**src/hw/rtl/fvd_pkg.sv**
```systemverilog
// ----------------------------------------------------------------------------
// fvd_pkg: shared definitions for the face vertex dedup block
// Field widths, register indexes, error codes and the structs that pass
// between the check, table and top-level logic.
// ----------------------------------------------------------------------------
package fvd_pkg;

  localparam int MAX_MESH_VERTS = 4096;
  localparam int REF_BITS       = 20;

  localparam int REF_W     = 21;
  localparam int IDX_W     = 20;
  localparam int KEY_W     = 3 * IDX_W;
  localparam int MESH_W    = 12;
  localparam int CNT_W     = 21;
  localparam int CFG_IDX_W = 2;

  typedef enum logic [CFG_IDX_W-1:0] {
    CFG_POSITION_COUNT = 2'd0,
    CFG_NORMAL_COUNT   = 2'd1,
    CFG_TEXCOORD_COUNT = 2'd2,
    CFG_DEDUP_DISABLE  = 2'd3
  } cfg_reg_t;

  typedef enum logic [2:0] {
    ERR_NONE       = 3'd0,
    ERR_POS_UNDER  = 3'd1,
    ERR_NRM_UNDER  = 3'd2,
    ERR_TEX_UNDER  = 3'd3,
    ERR_POS_OVER   = 3'd4,
    ERR_NRM_OVER   = 3'd5,
    ERR_TEX_OVER   = 3'd6,
    ERR_TABLE_FULL = 3'd7
  } err_code_t;

  typedef struct packed {
    err_code_t        err;
    logic [IDX_W-1:0] position_index;
    logic [IDX_W-1:0] texcoord_index;
    logic [IDX_W-1:0] normal_index;
  } chk_t;

  typedef struct packed {
    logic             start;
    logic             clear;
    logic             ack;
    logic             dedup_disable;
    logic [KEY_W-1:0] key;
  } tbl_req_t;

  typedef struct packed {
    logic              done;
    logic [MESH_W-1:0] mesh_index;
    logic              is_new;
    logic              full;
  } tbl_rsp_t;

endpackage

```
**src/hw/rtl/fvd_check.sv**
```systemverilog
// ----------------------------------------------------------------------------
// fvd_check: reference conversion and range check
// Turns the one-based references into zero-based indices and picks the first
// failing check: underflows (position, normal, texture), then overflows.
// ----------------------------------------------------------------------------
module fvd_check (
  input  logic signed [fvd_pkg::REF_W-1:0] position_ref,
  input  logic signed [fvd_pkg::REF_W-1:0] texcoord_ref,
  input  logic signed [fvd_pkg::REF_W-1:0] normal_ref,
  input  logic [fvd_pkg::CNT_W-1:0]        position_count,
  input  logic [fvd_pkg::CNT_W-1:0]        normal_count,
  input  logic [fvd_pkg::CNT_W-1:0]        texcoord_count,
  output fvd_pkg::chk_t                    chk
);

  localparam logic [fvd_pkg::REF_W:0] REF_LIMIT = (fvd_pkg::REF_W + 1)'(1) << fvd_pkg::REF_BITS;

  logic [fvd_pkg::REF_W-1:0] pos_m1;
  logic [fvd_pkg::REF_W-1:0] tex_m1;
  logic [fvd_pkg::REF_W-1:0] nrm_m1;
  logic pos_under, tex_under, nrm_under;
  logic pos_over, tex_over, nrm_over;

  assign pos_m1 = $unsigned(position_ref) - fvd_pkg::REF_W'(1);
  assign tex_m1 = $unsigned(texcoord_ref) - fvd_pkg::REF_W'(1);
  assign nrm_m1 = $unsigned(normal_ref) - fvd_pkg::REF_W'(1);

  // a reference of zero or below has no zero-based index
  assign pos_under = position_ref[fvd_pkg::REF_W-1] || (position_ref == '0);
  assign tex_under = texcoord_ref[fvd_pkg::REF_W-1] || (texcoord_ref == '0);
  assign nrm_under = normal_ref[fvd_pkg::REF_W-1] || (normal_ref == '0);

  assign pos_over = (pos_m1 >= position_count) || ({1'b0, pos_m1} >= REF_LIMIT);
  assign tex_over = (tex_m1 >= texcoord_count) || ({1'b0, tex_m1} >= REF_LIMIT);
  assign nrm_over = (nrm_m1 >= normal_count) || ({1'b0, nrm_m1} >= REF_LIMIT);

  always_comb begin
    if (pos_under) begin
      chk.err = fvd_pkg::ERR_POS_UNDER;
    end else if (nrm_under) begin
      chk.err = fvd_pkg::ERR_NRM_UNDER;
    end else if (tex_under) begin
      chk.err = fvd_pkg::ERR_TEX_UNDER;
    end else if (pos_over) begin
      chk.err = fvd_pkg::ERR_POS_OVER;
    end else if (nrm_over) begin
      chk.err = fvd_pkg::ERR_NRM_OVER;
    end else if (tex_over) begin
      chk.err = fvd_pkg::ERR_TEX_OVER;
    end else begin
      chk.err = fvd_pkg::ERR_NONE;
    end
    chk.position_index = pos_m1[fvd_pkg::IDX_W-1:0];
    chk.texcoord_index = tex_m1[fvd_pkg::IDX_W-1:0];
    chk.normal_index   = nrm_m1[fvd_pkg::IDX_W-1:0];
  end

endmodule

```
**config.mk**
```make
export PLATFORM = sky130hd
export DESIGN_NAME = fvd_check
export DESIGN_NICKNAME = d
export VERILOG_FILES = /design/src/hw/rtl/fvd_pkg.sv /design/src/hw/rtl/fvd_check.sv
export SDC_FILE = /design/constraint.sdc
export NUM_CORES = 1
export LEC_CHECK = 0
export BUFFER_PORTS_ARGS = -buffer_cell sky130_fd_sc_hd__buf_4
export CORE_UTILIZATION = 45
export DETAILED_ROUTE_END_ITERATION = 16
export PLACE_DENSITY_LB_ADDON = 0.05
export SLEW_MARGIN = 10
export SYNTH_ARGS = -nofsm -noshare
export SYNTH_HDL_FRONTEND = slang
export SYNTH_SLANG_ARGS = --single-unit
```
**constraint.sdc**
```tcl
create_clock -name vclk -period 5.5
set_input_delay 0.275 -clock vclk [all_inputs]
set_output_delay 0.275 -clock vclk [all_outputs]
set_load 0.05 [all_outputs]
```
==> results by group, run 1 <==
Routing
  • DRT iter0 DRCs: 65
  • WL met1: 3057 µm
  • DR DRC count: 0
  • 1st-pass router iterations: 4
  • Routed WL: 7766 µm
  • Wire per inst: 11.75 µm
  • Mean number of vias per cell: 5.112
  • Remaining antenna violation count: 0
  • Via count: 3379
  • WL met2: 3971 µm
  • Met3 WL post-DR: 613 µm
  • Top layer in use: met4

Yosys
  • Main area contributors after synthesis: ha_1 (31%), xor2_1 (11%), inv_1 (9.7%), xnor2_1 (6.1%), nand2_1 (5.5%)
  • Cell Area, Synth: 0.002746 mm²
  • Yosys top cell by area: ha_1
  • Cells after synthesis: 397
  • Sequential fraction of the synthesis area: 0%
  • Syn avg cell area: 6.918 µm²
  • Synth unique cells: 45
  • Yosys warnings: 0
  • Mapped Nets: 590
  • Area share of the largest cell type after synthesis: 30.52%

Placed design
  • DP Worst Slack: 1.020 ns
  • Placer Congestion: 0.8936
  • Port Buffers: 189
  • Inst Count DP: 661
  • Post-DP HPWL: 7140 µm

Critical path
  • CP Class: primary input to output port
  • Slowest CP cell: nor4b_2
  • Crit path largest cell delay: 0.50 ns
  • Arrival @ worst endpoint: 4.20 ns
  • Crit. End Element: output port
  • CP Data Required Time: 5.22 ns
  • Startpoint type of the worst setup path: primary input
  • CP Cell Sequence: buf_4, nor4_1, nor3b_2, nor4b_2, nand2_1, nor3_1, xor2_1, ha_1, nand4_1, nor3_1, a221oi_1, o311a_1, or4b_4, o31ai_2, buf_4
  • Crit path max fanout: 5

Clock network
  • Post-CTS Resized: 0
  • Post-CTS Hold Fix Bufs: 0
  • Setup Buffers After CTS: 0

Global route
  • Gr ovfl total: 0
  • Global-route wire length before repair: 11950 µm
  • Vias in the first global route: 3063
  • Initial antenna violation count: 0
  • Largest net degree at the start of global routing: 7
  • GRT Total Usage: 22.35%

Floorplanning
  • Die Area: 0.006419 mm²
  • Core area: 0.005921 mm²
  • Die height: 80.12 µm
  • Row Count: 28
  • Io pins: 189
  • Die Width: 80.12 µm
  • Starting Density: 46.39%

Power
  • Maximum VDD drop: 66.98 µV
  • Leak Pwr: 0.002367 µW
  • P per Cell Area: 91.76 mW/mm²

Layout
  • Share of layout cells above drive strength 1: 34.64%
  • Clkbuf count: 0
  • Area of the multi-input gates: 0.002480 mm²
  • Filler cells: 489
  • # diodes: 0
  • Sequential Area: 0 µm²
  • Sequential cells: 0
  • Fin cells: 661
  • Fin nets: 781
  • Area Growth Syn to Fin: 55.08%

Timing
  • Relative max-transition margin: 66.33%
  • Peak Freq: 223.3 MHz
  • Final worst slack: 1.023 ns
  • Worst-Margin Slew: 0.5037 ns
  • Final Hold Fails: 0
  • Hold_ws: 0.8680 ns
  • Final Setup Violations: 0
  • Final slew viol count: 0
  • Clock period minus final worst setup slack: 4.477 ns
  • RSZ-0062 raised after global routing: false
  • Setup TNS: 0 ns
  • Period utilization: 81.41%

Flow run
  • MaxCap Viol Count: 0

Worst hold path
  • Worst min path class: primary input to output port

Outcome
  • Outcome: finished clean
-- layer usage --
metal  global-route usage [%]  up-vias
li1                         -     1756
met1                    24.09     1487
met2                    45.81      124
met3                    3.068       12
met4                    3.393        0
met5                        0        -
-- placed cells by master (no fill, tap or decap), types with 2 or more instances in the layout --
cell,n
a211oi_1,2
nor2b_1,3
o21a_1,3
o41ai_1,2
or4b_4,2
nand2b_1,2
nor2_1,26
nand4_1,6
a21o_1,5
a21oi_1,24
nor4_1,4
o21ai_0,14
nor4b_1,3
or2_2,3
buf_4,189
nand3b_1,2
or3_1,8
inv_1,71
nor3b_1,2
nand2_1,40
or4_1,6
nand3_1,5
ha_1,67
xnor2_1,19
xor2_1,33
nor3_1,21
a31oi_1,5
-- through the flow --
stage               utilization, %  area (µm²)  total power [µW]
global placement             71.94        4259             383.4
finish                       71.94        4259             390.8
CTS                          71.94        4259             393.1
detailed placement           71.94        4259             391.5
global route                 71.94        4259             426.5
floorplan                        -        2746             231.6
-- report_power, final --
part           leakage, µW  internal (µW)  total (µW)  switching [µW]
clock                    0              0           0               0
sequential               0              0           0               0
combinational      0.00237            163         391             228
-- critical path: cells and delay by family --
kind | cells | cell delay [ns]
xor+xnor | 1 | 0.22
compound gates | 3 | 0.73
buf+inv | 2 | 0.35
fa+ha+maj | 1 | 0.27
simple gates | 8 | 2.36
-- worst paths after layout --
check                           start  cells past startpoint  endpoint
worst max-delay path  position_ref[3]                     15   chk[61]
worst min-delay path    normal_ref[0]                      3    chk[0]
-- cell type report --
class              count  area share (%)
inverters             71           6.257
well taps             75           2.203
multi-input cells    326           58.23
repair buffers       189           33.31
-- synthesized netlist by cell type, drive strengths merged, types with 3 or more instances --
cell	count
or4	6
nand2	40
nand4	6
xor2	33
nor4	5
nor4b	4
a31oi	5
o21ai	14
or3	8
nand3b	3
or4b	3
nor3	22
ha	67
nor2	26
o21a	3
xnor2	19
nand3	5
a21o	5
nor2b	3
nor3b	3
a21oi	25
inv	71
or2	3
-- logic make-up after synthesis --
logic type / synth area share [%]
AO/OA/AOI/OAI: 14.72
XOR/XNOR: 16.58
adder cells (fa/ha/maj): 30.52
buffers and inverters: 9.704
AND/OR/NAND/NOR: 28.47
No activity file was read; power rests on OpenSTA's default activity.
==> inputs of run 2 (changes only) <==
CORE_UTILIZATION = 44   (was 45)
clock period = 4.4 ns   (was 5.5 ns; I/O delays follow)
==> run 2 against run 1 <==
  * Total power up 29%
  * Critical path type unchanged
  * Utilization up 2.4 points
  * Routed wire length up 8.9%
  * Cell area up 3.9%
  * Highest routed layer unchanged
  * Combinational power up 29%
  * Via count down 0.12%
  * Cell count up 0.30%
  * First-iteration DRC count down 23%
==> results by group, run 2 (synthesized netlist as in run 1, its figures left out) <==
Outcome
  • Outcome: finished clean

Floorplanning
  • Die Area: 0.006562 mm²
  • Die height: 81.01 µm
  • Core area: 0.005956 mm²
  • Row Count: 28
  • Io pins: 189
  • Starting Density: 46.11%
  • Die Width: 81.01 µm

Layout
  • Fin cells: 663
  • Most frequent cells in the layout: buf_4 (191), inv_1 (70), ha_1 (67), nand2_1 (40), xor2_1 (29)
  • Sequential cells: 0
  • Share of layout cells above drive strength 1: 37.76%
  • Final Util: 74.33%
  • Fin nets: 783
  • Area Growth Syn to Fin: 61.18%
  • Fin area: 0.004427 mm²
  • Clkbuf count: 0
  • Leading cell type in the layout, fill and taps excluded: buf_4
  • Sequential Area: 0 µm²
  • # diodes: 0

Placed design
  • Post-DP HPWL: 7730 µm
  • Post-DP Area: 0.004414 mm²
  • Inst Count DP: 663
  • Placer Congestion: 0.8534
  • Port Buffers: 189

Worst hold path
  • Hold depth: 3
  • Worst min path class: primary input to output port

Routing
  • Via count: 3375
  • Remaining antenna violation count: 0
  • 1st-pass router iterations: 6
  • Wire per inst: 12.75 µm
  • Routed WL: 8456 µm
  • DRT iter0 DRCs: 50
  • Mean number of vias per cell: 5.090
  • DR DRC count: 0

Critical path
  • Crit path max fanout: 4
  • Startpoint type of the worst setup path: primary input
  • CP Class: primary input to output port
  • CP Data Required Time: 4.18 ns
  • Crit. End Element: output port
  • Arrival @ worst endpoint: 3.96 ns

Power
  • Pwr Total: 504.8 µW
  • Leak Pwr: 0.002449 µW
  • Maximum VDD drop: 106.4 µV
  • P per Cell Area: 114.0 mW/mm²

Timing
  • Final Hold Fails: 0
  • Relative max-transition margin: 70.78%
  • Peak Freq: 239.2 MHz
  • Clock period minus final worst setup slack: 4.181 ns
  • Final Setup Violations: 0
  • Final slew viol count: 0
  • Worst-Margin Slew: 0.4272 ns
  • Period utilization: 95.02%

Clock network
  • Post-CTS Resized: 0
  • Setup Buffers After CTS: 0
  • Post-CTS Hold Fix Bufs: 0

Global route
  • Largest net degree at the start of global routing: 7
  • Initial antenna violation count: 0
  • GRT Total Usage: 24.40%
  • Gr ovfl total: 0
  • Vias in the first global route: 3220
  • Global-route wire length before repair: 13090 µm

Flow run
  • MaxCap Viol Count: 0
[run 2: cell types whose count changed in the layout (fill, tap and decap cells not counted), sizes merged]
cell | before | now
inv | 71 | 70
clkinvlp | 0 | 1
buf | 189 | 191
[run 2: metrics by stage]
stage / TNS, ns / worst slack [ns] / hold slack (ns)
2_1_floorplan: -0.1016 / -0.1016 / 0.5616
3_3_place_gp: 0 / 0.2749 / 0.7695
5_1_grt: -0.0002753 / -0.0002753 / 0.7896
6_report: 0 / 0.2190 / 0.7719
4_1_cts: 0 / 0.1578 / 0.7723
3_5_place_dp: 0 / 0.1551 / 0.7722
[run 2: worst max-delay path: stages]
cell and delay (ns):
buf_4 0.13, clkinvlp_4 0.06, ha_1 0.21, or4b_4 0.52, nor4_4 0.17, nand2_1 0.15
or3_1 0.41, xnor2_4 0.17, ha_1 0.30, a21oi_1 0.13, o21ai_0 0.10, a21oi_1 0.28
nand3b_4 0.11, or4b_4 0.50, o31ai_4 0.26, buf_4 0.23
[run 2: path summary, 6_finish.rpt]
kind	startpoint	endpoint	slack, ns
worst min-delay path	texcoord_ref[0]	chk[20]	0.77
worst max-delay path	normal_ref[0]	chk[61]	0.22
[run 2: power by group]
part           internal (µW)  switching (µW)
clock network              0               0
logic                    209             295
registers                  0               0
total                    209             295
[run 2: layout make-up]
class              instances  area (µm²)
multi-input cells        326        2629
fillers                  486        1529
repair buffers           191        1434
inverters                 71       270.3
well taps                 75       93.84
[run 2: layer usage]
layer	part of all wire (%)	global-route usage (%)
met5	0	0
met4	1.1	2.857
met3	7.1	3.146
met2	53	50.08
met1	39	26.63
==> inputs of run 3 (changes only) <==
--- a/config.mk
+++ b/config.mk
@@ -8,3 +8,3 @@
 export BUFFER_PORTS_ARGS = -buffer_cell sky130_fd_sc_hd__buf_4
-export CORE_UTILIZATION = 44
+export CORE_UTILIZATION = 45
 export DETAILED_ROUTE_END_ITERATION = 16
==> constraint.sdc (replaced) <==
create_clock -name vclk -period 4.97
set_input_delay 1.2425 -clock vclk [all_inputs]
set_output_delay 1.2425 -clock vclk [all_outputs]
set_load 0.05 [all_outputs]
==> run 3 against run 2 <==
  * The flow now stops in clock tree synthesis
  * Synthesized area stayed put
  * Synthesized cell count stayed put
==> results by group, run 3 <==
Yosys
  • Yosys warnings: 0
  • Syn avg cell area: 6.918 µm²
  • Cell Area, Synth: 0.002746 mm²
  • Post-synth top cells: inv_1 (71), ha_1 (67), nand2_1 (40), xor2_1 (33), nor2_1 (26)
  • Main area contributors after synthesis: ha_1 (31%), xor2_1 (11%), inv_1 (9.7%), xnor2_1 (6.1%), nand2_1 (5.5%)
  • Area share of the largest cell type after synthesis: 30.52%
  • Cells after synthesis: 397
  • Sequential fraction of the synthesis area: 0%
  • Yosys top cell by area: ha_1
  • Mapped Nets: 590
  • Most common cell in the netlist: inv_1
  • Synth unique cells: 45

Floorplanning
  • Row Count: 28
  • Io pins: 189
  • Die height: 80.12 µm
  • Die Width: 80.12 µm
  • Starting Density: 46.39%

Placed design
  • DP Worst Slack: -1.182 ns
  • Placer Congestion: 0.8857
  • Port Buffers: 189
  • Inst Count DP: 803
  • Post-DP HPWL: 12960 µm

Clock network
  • Post-CTS Hold Fix Bufs: 0
  • Setup Buffers After CTS: 8
  • Post-CTS Resized: 35

Outcome
  • Outcome: aborted with a tool error
  • Halt Stage: clock tree synthesis
  • Error: [ERROR DPL-0038] Utilization greater than 100%, impossible to legalize
## run 3: cell counts after synthesis
No cell type changed its count.
## run 3: stage by stage
stage | cell area, µm² | setup TNS (ns)
after detailed placement | 5766 | -3.099
after global placement | 5766 | -2.166
after floorplan | 3187 | -3.245
## run 3: logic make-up after synthesis
group / Yosys count / share of synthesized area, %
AND/OR/NAND/NOR: 142 / 28.47
AO/OA/AOI/OAI: 65 / 14.72
adder cells (fa/ha/maj): 67 / 30.52
XOR/XNOR: 52 / 16.58
buffers and inverters: 71 / 9.704
